## src/hdl/lds_pkg.sv

```systemverilog
// ----------------------------------------------------------------------------
// lds_pkg
// Widths, item types, sequencer states and arithmetic unit types of the
// linear Diophantine solver.
// ----------------------------------------------------------------------------
package lds_pkg;

	localparam int DATA_WIDTH = 32;

	localparam logic [DATA_WIDTH-1:0] INT_MIN = {1'b1, {(DATA_WIDTH-1){1'b0}}};
	localparam logic [DATA_WIDTH-1:0] ONE     = {{(DATA_WIDTH-1){1'b0}}, 1'b1};

	typedef struct packed {
		logic signed [DATA_WIDTH-1:0] coef_a;
		logic signed [DATA_WIDTH-1:0] coef_b;
		logic signed [DATA_WIDTH-1:0] rhs_c;
	} lds_coef_t;

	typedef struct packed {
		logic signed [DATA_WIDTH-1:0] sol_x;
		logic signed [DATA_WIDTH-1:0] sol_y;
		logic                         solvable;
	} lds_sol_t;

	typedef enum logic {
		ALU_DIV,
		ALU_MUL
	} lds_alu_op_t;

	typedef struct packed {
		logic        start;
		lds_alu_op_t op;
	} lds_alu_req_t;

	typedef struct packed {
		logic done;
		logic rem_zero;
	} lds_alu_st_t;

	typedef enum logic [4:0] {
		ST_IDLE,
		ST_GCD_TEST,
		ST_GCD_WAIT,
		ST_CDIV_WAIT,
		ST_EXT_TEST,
		ST_EXT_DIV_WAIT,
		ST_EXT_MUL,
		ST_EXT_MUL_WAIT,
		ST_TMUL,
		ST_TMUL_WAIT,
		ST_TDIV,
		ST_TDIV_WAIT,
		ST_XMUL,
		ST_XMUL_WAIT,
		ST_YMUL,
		ST_YMUL_WAIT,
		ST_RESULT
	} lds_state_t;

endpackage

```

## src/hdl/lds_alu.sv

```systemverilog
// ----------------------------------------------------------------------------
// lds_alu
// Shared bit-serial arithmetic unit: signed truncating divide with remainder,
// or wrapping multiply, one bit per cycle through a single adder.
// ----------------------------------------------------------------------------
module lds_alu import lds_pkg::*; (
	input  logic                  clk,
	input  logic                  arst_n,
	input  lds_alu_req_t          req,
	input  logic [DATA_WIDTH-1:0] opa,
	input  logic [DATA_WIDTH-1:0] opb,
	output lds_alu_st_t           st,
	output logic [DATA_WIDTH-1:0] quo,
	output logic [DATA_WIDTH-1:0] rem,
	output logic [DATA_WIDTH-1:0] prod
);

	localparam int CntW = $clog2(DATA_WIDTH);
	localparam logic [CntW-1:0] LastStep = CntW'(DATA_WIDTH - 1);

	logic                  busy_q;
	logic                  done_q;
	logic [CntW-1:0]       cnt_q;
	lds_alu_op_t           op_q;
	logic [DATA_WIDTH-1:0] x_q;
	logic [DATA_WIDTH-1:0] y_q;
	logic [DATA_WIDTH-1:0] acc_q;
	logic                  qneg_q;
	logic                  rneg_q;

	logic [DATA_WIDTH-1:0] abs_a;
	logic [DATA_WIDTH-1:0] abs_b;
	logic [DATA_WIDTH:0]   add_a;
	logic [DATA_WIDTH:0]   add_b;
	logic                  sub;
	logic [DATA_WIDTH:0]   sum;

	assign abs_a = opa[DATA_WIDTH-1] ? (DATA_WIDTH'(0) - opa) : opa;
	assign abs_b = opb[DATA_WIDTH-1] ? (DATA_WIDTH'(0) - opb) : opb;

	// The one adder: trial subtract for division, accumulate for multiply.
	always_comb begin
		unique case (op_q)
			ALU_DIV: begin
				add_a = {acc_q, x_q[DATA_WIDTH-1]};
				add_b = {1'b0, y_q};
				sub   = 1'b1;
			end
			ALU_MUL: begin
				add_a = {1'b0, acc_q};
				add_b = y_q[0] ? {1'b0, x_q} : '0;
				sub   = 1'b0;
			end
		endcase
		sum = add_a + (sub ? ~add_b : add_b) + {{DATA_WIDTH{1'b0}}, sub};
	end

	always_ff @(posedge clk or negedge arst_n) begin
		if (!arst_n) begin
			busy_q <= 1'b0;
			done_q <= 1'b0;
			cnt_q  <= '0;
			op_q   <= ALU_DIV;
		end else begin
			done_q <= 1'b0;
			if (req.start) begin
				busy_q <= 1'b1;
				cnt_q  <= '0;
				op_q   <= req.op;
			end else if (busy_q) begin
				cnt_q <= cnt_q + CntW'(1);
				if (cnt_q == LastStep) begin
					busy_q <= 1'b0;
					done_q <= 1'b1;
				end
			end
		end
	end

	always_ff @(posedge clk) begin
		if (req.start) begin
			acc_q <= '0;
			if (req.op == ALU_DIV) begin
				x_q    <= abs_a;
				y_q    <= abs_b;
				qneg_q <= opa[DATA_WIDTH-1] ^ opb[DATA_WIDTH-1];
				rneg_q <= opa[DATA_WIDTH-1];
			end else begin
				x_q    <= opa;
				y_q    <= opb;
				qneg_q <= 1'b0;
				rneg_q <= 1'b0;
			end
		end else if (busy_q) begin
			unique case (op_q)
				ALU_DIV: begin
					if (!sum[DATA_WIDTH]) begin
						acc_q <= sum[DATA_WIDTH-1:0];
						x_q   <= {x_q[DATA_WIDTH-2:0], 1'b1};
					end else begin
						acc_q <= {acc_q[DATA_WIDTH-2:0], x_q[DATA_WIDTH-1]};
						x_q   <= {x_q[DATA_WIDTH-2:0], 1'b0};
					end
				end
				ALU_MUL: begin
					acc_q <= sum[DATA_WIDTH-1:0];
					x_q   <= {x_q[DATA_WIDTH-2:0], 1'b0};
					y_q   <= {1'b0, y_q[DATA_WIDTH-1:1]};
				end
			endcase
		end
	end

	assign quo         = qneg_q ? (DATA_WIDTH'(0) - x_q) : x_q;
	assign rem         = rneg_q ? (DATA_WIDTH'(0) - acc_q) : acc_q;
	assign prod        = acc_q;
	assign st.done     = done_q;
	assign st.rem_zero = (acc_q == '0);

endmodule

```

## src/hdl/linear_diophantine_solver.sv

```systemverilog
// ----------------------------------------------------------------------------
// linear_diophantine_solver
// Each input item carries signed coefficients a, b and right-hand side c; the
// block returns one result item with integers x, y such that a*x + b*y = c,
// or a cleared solvable flag with both x and y at the minimum integer when c
// is not a multiple of gcd(a, b) or when a and b are both zero. The gcd comes
// from plain Euclid with the larger input taken first, so its sign follows
// truncating remainders and may be negative; x and y come from the extended
// Euclid loop on the original a and b, scaled by c/gcd, all two's complement
// and wrapping at DATA_WIDTH bits. One item is worked at a time, and the
// block stalls its input until the result has been moved into the output
// register. All divisions and multiplications go through one bit-serial
// unit, so latency grows with the number of Euclid rounds, gcd rounds and
// extended rounds (at most about 46 of each), on top of the remainder test,
// the cofactor and the scaling. With b zero the cofactor steps are skipped
// and the extended loop does not run; an item with both coefficients zero
// goes straight to the result.
// ----------------------------------------------------------------------------
module linear_diophantine_solver import lds_pkg::*; (
	input  logic      clk,
	input  logic      arst_n,
	input  logic      coef_valid,
	output logic      coef_stall,
	input  lds_coef_t coef,
	output logic      sol_valid,
	input  logic      sol_stall,
	output lds_sol_t  sol
);

	lds_state_t state_q;
	lds_state_t state_d;

	// Operands of the current item.
	logic [DATA_WIDTH-1:0] a_q;
	logic [DATA_WIDTH-1:0] b_q;
	logic [DATA_WIDTH-1:0] c_q;
	logic                  fail_q;

	// Plain Euclid pair, then c/gcd.
	logic [DATA_WIDTH-1:0] p_q;
	logic [DATA_WIDTH-1:0] q_q;
	logic [DATA_WIDTH-1:0] cq_q;

	// Extended Euclid state and the final cofactors.
	logic [DATA_WIDTH-1:0] old_r_q;
	logic [DATA_WIDTH-1:0] r_q;
	logic [DATA_WIDTH-1:0] old_s_q;
	logic [DATA_WIDTH-1:0] s_q;
	logic [DATA_WIDTH-1:0] quo_q;
	logic [DATA_WIDTH-1:0] t_q;
	logic [DATA_WIDTH-1:0] x_q;
	logic [DATA_WIDTH-1:0] y_q;

	// Output register.
	logic     sol_valid_q;
	lds_sol_t sol_q;
	logic     sol_load;

	// Shared arithmetic unit.
	lds_alu_req_t          alu_req;
	lds_alu_st_t           alu_st;
	logic [DATA_WIDTH-1:0] alu_a;
	logic [DATA_WIDTH-1:0] alu_b;
	logic [DATA_WIDTH-1:0] alu_quo;
	logic [DATA_WIDTH-1:0] alu_rem;
	logic [DATA_WIDTH-1:0] alu_prod;

	lds_alu u_alu (
		.clk    (clk),
		.arst_n (arst_n),
		.req    (alu_req),
		.opa    (alu_a),
		.opb    (alu_b),
		.st     (alu_st),
		.quo    (alu_quo),
		.rem    (alu_rem),
		.prod   (alu_prod)
	);

	always_ff @(posedge clk or negedge arst_n) begin
		if (!arst_n) begin
			state_q <= ST_IDLE;
		end else begin
			state_q <= state_d;
		end
	end

	// Sequencer: each arithmetic step issues one start to the shared unit in
	// its own state and then waits in the matching wait state for done.
	always_comb begin
		state_d       = state_q;
		coef_stall    = 1'b1;
		alu_req.start = 1'b0;
		alu_req.op    = ALU_DIV;
		alu_a         = '0;
		alu_b         = '0;
		sol_load      = 1'b0;
		unique case (state_q)
			ST_IDLE: begin
				coef_stall = 1'b0;
				if (coef_valid) begin
					// Both coefficients zero has no gcd and is reported unsolvable.
					if (coef.coef_a == '0 && coef.coef_b == '0) begin
						state_d = ST_RESULT;
					end else begin
						state_d = ST_GCD_TEST;
					end
				end
			end
			ST_GCD_TEST: begin
				alu_req.start = 1'b1;
				alu_req.op    = ALU_DIV;
				if (q_q == '0) begin
					// p now holds the gcd; divide c by it for the test and scale.
					alu_a   = c_q;
					alu_b   = p_q;
					state_d = ST_CDIV_WAIT;
				end else begin
					alu_a   = p_q;
					alu_b   = q_q;
					state_d = ST_GCD_WAIT;
				end
			end
			ST_GCD_WAIT: begin
				if (alu_st.done) begin
					state_d = ST_GCD_TEST;
				end
			end
			ST_CDIV_WAIT: begin
				if (alu_st.done) begin
					state_d = alu_st.rem_zero ? ST_EXT_TEST : ST_RESULT;
				end
			end
			ST_EXT_TEST: begin
				if (r_q == '0) begin
					state_d = (b_q == '0) ? ST_XMUL : ST_TMUL;
				end else begin
					alu_req.start = 1'b1;
					alu_req.op    = ALU_DIV;
					alu_a         = old_r_q;
					alu_b         = r_q;
					state_d       = ST_EXT_DIV_WAIT;
				end
			end
			ST_EXT_DIV_WAIT: begin
				if (alu_st.done) begin
					state_d = ST_EXT_MUL;
				end
			end
			ST_EXT_MUL: begin
				alu_req.start = 1'b1;
				alu_req.op    = ALU_MUL;
				alu_a         = quo_q;
				alu_b         = s_q;
				state_d       = ST_EXT_MUL_WAIT;
			end
			ST_EXT_MUL_WAIT: begin
				if (alu_st.done) begin
					state_d = ST_EXT_TEST;
				end
			end
			ST_TMUL: begin
				alu_req.start = 1'b1;
				alu_req.op    = ALU_MUL;
				alu_a         = old_s_q;
				alu_b         = a_q;
				state_d       = ST_TMUL_WAIT;
			end
			ST_TMUL_WAIT: begin
				if (alu_st.done) begin
					state_d = ST_TDIV;
				end
			end
			ST_TDIV: begin
				alu_req.start = 1'b1;
				alu_req.op    = ALU_DIV;
				alu_a         = t_q;
				alu_b         = b_q;
				state_d       = ST_TDIV_WAIT;
			end
			ST_TDIV_WAIT: begin
				if (alu_st.done) begin
					state_d = ST_XMUL;
				end
			end
			ST_XMUL: begin
				alu_req.start = 1'b1;
				alu_req.op    = ALU_MUL;
				alu_a         = old_s_q;
				alu_b         = cq_q;
				state_d       = ST_XMUL_WAIT;
			end
			ST_XMUL_WAIT: begin
				if (alu_st.done) begin
					state_d = ST_YMUL;
				end
			end
			ST_YMUL: begin
				alu_req.start = 1'b1;
				alu_req.op    = ALU_MUL;
				alu_a         = t_q;
				alu_b         = cq_q;
				state_d       = ST_YMUL_WAIT;
			end
			ST_YMUL_WAIT: begin
				if (alu_st.done) begin
					state_d = ST_RESULT;
				end
			end
			ST_RESULT: begin
				// Move the result out as soon as the output register is free.
				if (!sol_valid_q || !sol_stall) begin
					sol_load = 1'b1;
					state_d  = ST_IDLE;
				end
			end
			default: begin
				state_d = ST_IDLE;
			end
		endcase
	end

	// Datapath registers follow the sequencer.
	always_ff @(posedge clk) begin
		unique case (state_q)
			ST_IDLE: begin
				if (coef_valid) begin
					a_q    <= coef.coef_a;
					b_q    <= coef.coef_b;
					c_q    <= coef.rhs_c;
					fail_q <= (coef.coef_a == '0 && coef.coef_b == '0);
					// Larger value first for the gcd pass.
					if ($signed(coef.coef_b) > $signed(coef.coef_a)) begin
						p_q <= coef.coef_b;
						q_q <= coef.coef_a;
					end else begin
						p_q <= coef.coef_a;
						q_q <= coef.coef_b;
					end
				end
			end
			ST_GCD_WAIT: begin
				if (alu_st.done) begin
					p_q <= q_q;
					q_q <= alu_rem;
				end
			end
			ST_CDIV_WAIT: begin
				if (alu_st.done) begin
					cq_q    <= alu_quo;
					fail_q  <= !alu_st.rem_zero;
					old_r_q <= a_q;
					r_q     <= b_q;
					old_s_q <= ONE;
					s_q     <= '0;
				end
			end
			ST_EXT_TEST: begin
				if (r_q == '0 && b_q == '0) begin
					t_q <= '0;
				end
			end
			ST_EXT_DIV_WAIT: begin
				// The truncating remainder equals old_r - quo*r modulo 2^W.
				if (alu_st.done) begin
					quo_q   <= alu_quo;
					old_r_q <= r_q;
					r_q     <= alu_rem;
				end
			end
			ST_EXT_MUL_WAIT: begin
				if (alu_st.done) begin
					old_s_q <= s_q;
					s_q     <= old_s_q - alu_prod;
				end
			end
			ST_TMUL_WAIT: begin
				if (alu_st.done) begin
					t_q <= old_r_q - alu_prod;
				end
			end
			ST_TDIV_WAIT: begin
				if (alu_st.done) begin
					t_q <= alu_quo;
				end
			end
			ST_XMUL_WAIT: begin
				if (alu_st.done) begin
					x_q <= alu_prod;
				end
			end
			ST_YMUL_WAIT: begin
				if (alu_st.done) begin
					y_q <= alu_prod;
				end
			end
			default: begin
			end
		endcase
	end

	always_ff @(posedge clk or negedge arst_n) begin
		if (!arst_n) begin
			sol_valid_q <= 1'b0;
		end else begin
			if (sol_load) begin
				sol_valid_q <= 1'b1;
			end else if (!sol_stall) begin
				sol_valid_q <= 1'b0;
			end
		end
	end

	always_ff @(posedge clk) begin
		if (sol_load) begin
			sol_q.sol_x    <= fail_q ? INT_MIN : x_q;
			sol_q.sol_y    <= fail_q ? INT_MIN : y_q;
			sol_q.solvable <= !fail_q;
		end
	end

	assign sol_valid = sol_valid_q;
	assign sol       = sol_q;

endmodule

```

## config.mk

```make
export PLATFORM = sky130hd
export DESIGN_NAME = linear_diophantine_solver
export DESIGN_NICKNAME = d
export VERILOG_FILES = /design/src/hdl/lds_pkg.sv /design/src/hdl/lds_alu.sv /design/src/hdl/linear_diophantine_solver.sv
export SDC_FILE = /design/constraint.sdc
export NUM_CORES = 1
export LEC_CHECK = 0
export ABC_AREA = 1
export BUFFER_PORTS_ARGS = -buffer_cell sky130_fd_sc_hd__buf_2
export CAP_MARGIN = 10
export CORE_UTILIZATION = 50
export CTS_BUF_LIST = sky130_fd_sc_hd__clkbuf_2 sky130_fd_sc_hd__clkbuf_4 sky130_fd_sc_hd__clkbuf_8
export CTS_CLUSTER_DIAMETER = 150
export DETAILED_ROUTE_END_ITERATION = 8
export GPL_TIMING_DRIVEN = 0
export PLACE_DENSITY = 0.72
export SLEW_MARGIN = 20
export SYNTH_ARGS = -nofsm -noshare
export SYNTH_HDL_FRONTEND = slang
export SYNTH_HIERARCHICAL = 1
export SYNTH_SLANG_ARGS = --single-unit
```

## constraint.sdc

```tcl
create_clock -name clk -period 5.2 [get_ports clk]
set_input_delay 0.78 -clock clk [delete_from_list [all_inputs] [get_ports clk]]
set_output_delay 0.78 -clock clk [all_outputs]
set_load 0.005 [all_outputs]
```

==> metrics.txt <==
grt ovf 0; hpwl dp around 130 mm; max reg flops 65; stages on the worst setup path 20; reg2reg end u_alu/x_q[30]$_DFFE_PP_; ys async rst share under 10%; layout cell share with drive strength beyond 1 between 10 and 15%; Yosys warnings 6; post-synthesis sequential area ratio around half; cts bufs inserted around 110; syn nets 4,740; CP cell instances nor4_1 > nand4_1 > nor2_1 > inv_1 > buf_2 > nand2_1 > nand2_1 > nand2_1 > o211ai_1 > inv_1 > ha_1 > nand2_1 > nor2_1 > nand2_1 > nor3_2 > nand4_1 > o21ai_2 > nand4_1 > nand3_1 > o21ai_0; Die Width 277 µm; post-synth top area cell edfxtp_1; Reg2Reg Setup Slack about 110 ps; Netlist cell types 62; Critical Path RT about 5600 ps; Initial DRC Count between 4,000 and 5,000; postcts setup bufs 0; Slew HR between 10% and 20%; Fill cells just under 7,000; final hold violations 0; kind of critical path register to register; Clock Sinks about 630; Synth top area share between 40% and 50%; RSZ-0062 raised after global routing no; flops & latches, synth between 600 and 700; post-route setup slack roughly 110 ps; CTS root buffer clkbuf_8; R2R depth 20; fin nets approximately 5,000; top cells by area, synth edfxtp_1 46%, nand2_1 12%, inv_1 5.3%; crit path capture type register; status finished clean; CP top delay family simple AND/OR/NAND/NOR gates; Chip Height 277 µm; CTS tree done; Main synth FF type edfxtp_1; most used cell along the critical path nand2_1; syn avg cell area between 8 and 9 µm²; final setup vio count 0; Slowest Stage Delay on Critical Path 570 ps; DR pass1 iterations 6; Routed WL 160 mm; Initial Util roughly half; core box area about 75,000 µm²; DIE AREA approximately 77,000 µm²; Max Clock Freq 197 MHz; H-tree depth 3; Synth Instances ~4,500; ANT nets after route 0; Final period util around 98%; Max clock buf depth 3; crit path buf inv count 3; DR vias/cell just under 6; Placement Setup Slack between 300 and 400 ps; Post-Syn Area around 38,000 µm²; Sequential Area between 15,000 and 20,000 µm²; crit path to u_alu/x_q[30]$_DFFE_PP_; Layout area overhead 13.2%; Leak ~18 nW; Critical R2R Launch q_q[4]$_DFFE_PP_; Crit Path Max Fanout 10; clock-pin slew on the worst setup and hold paths approximately 60 ps; Clock Skew roughly 56 ps; IO Count 167; min cycle time layout just over 5000 ps; Slew Limit Fails 0; pwr dens roughly 700 nW/µm²; CP startpoint q_q[4]$_DFFE_PP_; first-pass GRT wire length approximately 230 mm; # port buffers between 150 and 200; vias in the first global route 33,200; DRC Markers 0; CP Launch Type register; EDFF count, synth 580; Multi-input gate area between 15,000 and 20,000 µm²; average wire per standard cell between 20 and 30 µm; worst vdd ir roughly 320 µV; post-CTS sizing 0; GPL Wtd Cong 1.08; Arr. time, crit path approximately 5500 ps; DP Area 40,400 µm²; initial antenna violation count 4; Design Area, Final 42,800 µm²; hold crit path type primary input to asynchronous set/reset pin; Site Rows 100; pin count of the biggest net entering global routing 42; MaxCap Viol Count 0; Slew @ Worst Pin ~1300 ps; clk_lat worst skew between 700 and 800 ps; CTS Hold Bufs 0; Slowest-stage cell, CP nor4_1; vias after detailed routing 34,900; Tot GR Track Use between 40% and 50%
==> cell type report <==
| cell class | count | area share, % |
|---|---|---|
| clock buffer | 148 | 4.32 |
| inverter | 550 | 4.83 |
| multi-input combinational | 3154 | 38.5 |
| buffer | 176 | 2.12 |
| clock inverter | 46 | 1.06 |
| sequential | 626 | 43.0 |
| antenna | 4 | 0.0234 |
| timing repair buffer | 192 | 3.21 |
| tap | 969 | 2.84 |
==> how the worst min path moves through the flow <==
| stage | start | endpoint | slack (ps) | cells past startpoint |
|---|---|---|---|---|
| 2_1_floorplan | u_alu/prod[28]$_SDFFE_PP0P_ | x_q[28]$_DFFE_PP_ | 450 | 0 |
| 3_3_place_gp | x_q[31]$_DFFE_PP_ | sol[64]$_SDFFCE_PP1P_ | 480 | 1 |
| 3_5_place_dp | y_q[31]$_DFFE_PP_ | sol[32]$_SDFFCE_PP1P_ | 480 | 1 |
| 4_1_cts | arst_n | u_alu/busy_q$_DFF_PN0_ | 20 | 1 |
| 5_1_grt | arst_n | u_alu/busy_q$_DFF_PN0_ | 70 | 1 |
| 6_report | arst_n | state_q[1]$_DFFE_PN0P_ | 70 | 1 |
==> cells in the mapped netlist, drive strengths merged, types with 33 or more instances <==
cell type	number
a21oi	232
inv	548
nand2	1196
o22ai	33
nor3	47
nor4	55
buf	94
xor2	95
nor2	450
edfxtp	580
o211ai	49
clkbuf	82
nand4	104
nand3	243
o21ai	306
ha	131
==> power by group <==
part	internal [mW]	switching, mW	leakage [nW]	total, mW
logic	4.68	12.2	11.2	16.9
clock network	2.74	2.17	1.21	4.92
registers	7.15	0.960	5.78	8.11
total	14.6	15.3	18.1	29.9
==> placed cells by master (no fill, tap or decap), types with 14 or more instances in the layout <==
cell	n
nand4_1	104
nor4_1	55
buf_4	22
o211a_1	14
o21bai_1	16
o221ai_1	20
clkbuf_1	81
nand3_1	231
clkinv_1	21
nand2_2	16
buf_2	212
clkinv_2	14
ha_1	131
xor2_1	95
nor3_1	40
buf_1	17
nand2_1	1177
a221oi_1	31
o21ai_1	23
clkbuf_8	119
o211ai_1	49
edfxtp_1	580
dfxtp_1	32
nor2_1	430
clkbuf_4	30
dfrtp_1	14
o22ai_1	32
inv_1	535
a21oi_1	227
o21ai_0	277
xnor2_1	32
==> per-stage QoR <==
step                power (mW)  instances  setup TNS (ps)  util, %  hold slack [ps]
floorplan                 17.9       4506               0        -              446
global placement          24.0       5641         -433560     53.4              481
finish                    29.9       5865               0     57.3             73.6
detailed placement        24.2       5667               0     54.2              485
global route              31.2       5864               0     57.3             66.3
CTS                       29.2       5861               0     57.3             15.6
==> per-layer routing <==
metal | vias up | GRT usage, % | wire length, µm
met5 | - | 0 | 0
met4 | 0 | 24.3 | 10500
met3 | 413 | 8.95 | 16600
met2 | 2101 | 65.3 | 71200
met1 | 16500 | 52.1 | 61300
li1 | 15900 | - | -
==> kinds of logic (layout without fill, tap and decap cells) <==
group	Yosys count	after routing	share of synthesized area, %
other cells	0	4	0
simple gates	2131	2131	24.1
compound gates	762	762	11.9
buf+inv	726	1112	7.87
flops	626	626	48.7
fa+ha+maj	134	134	4.50
xor+xnor	127	127	2.95
(Power assumes the default switching activity.)
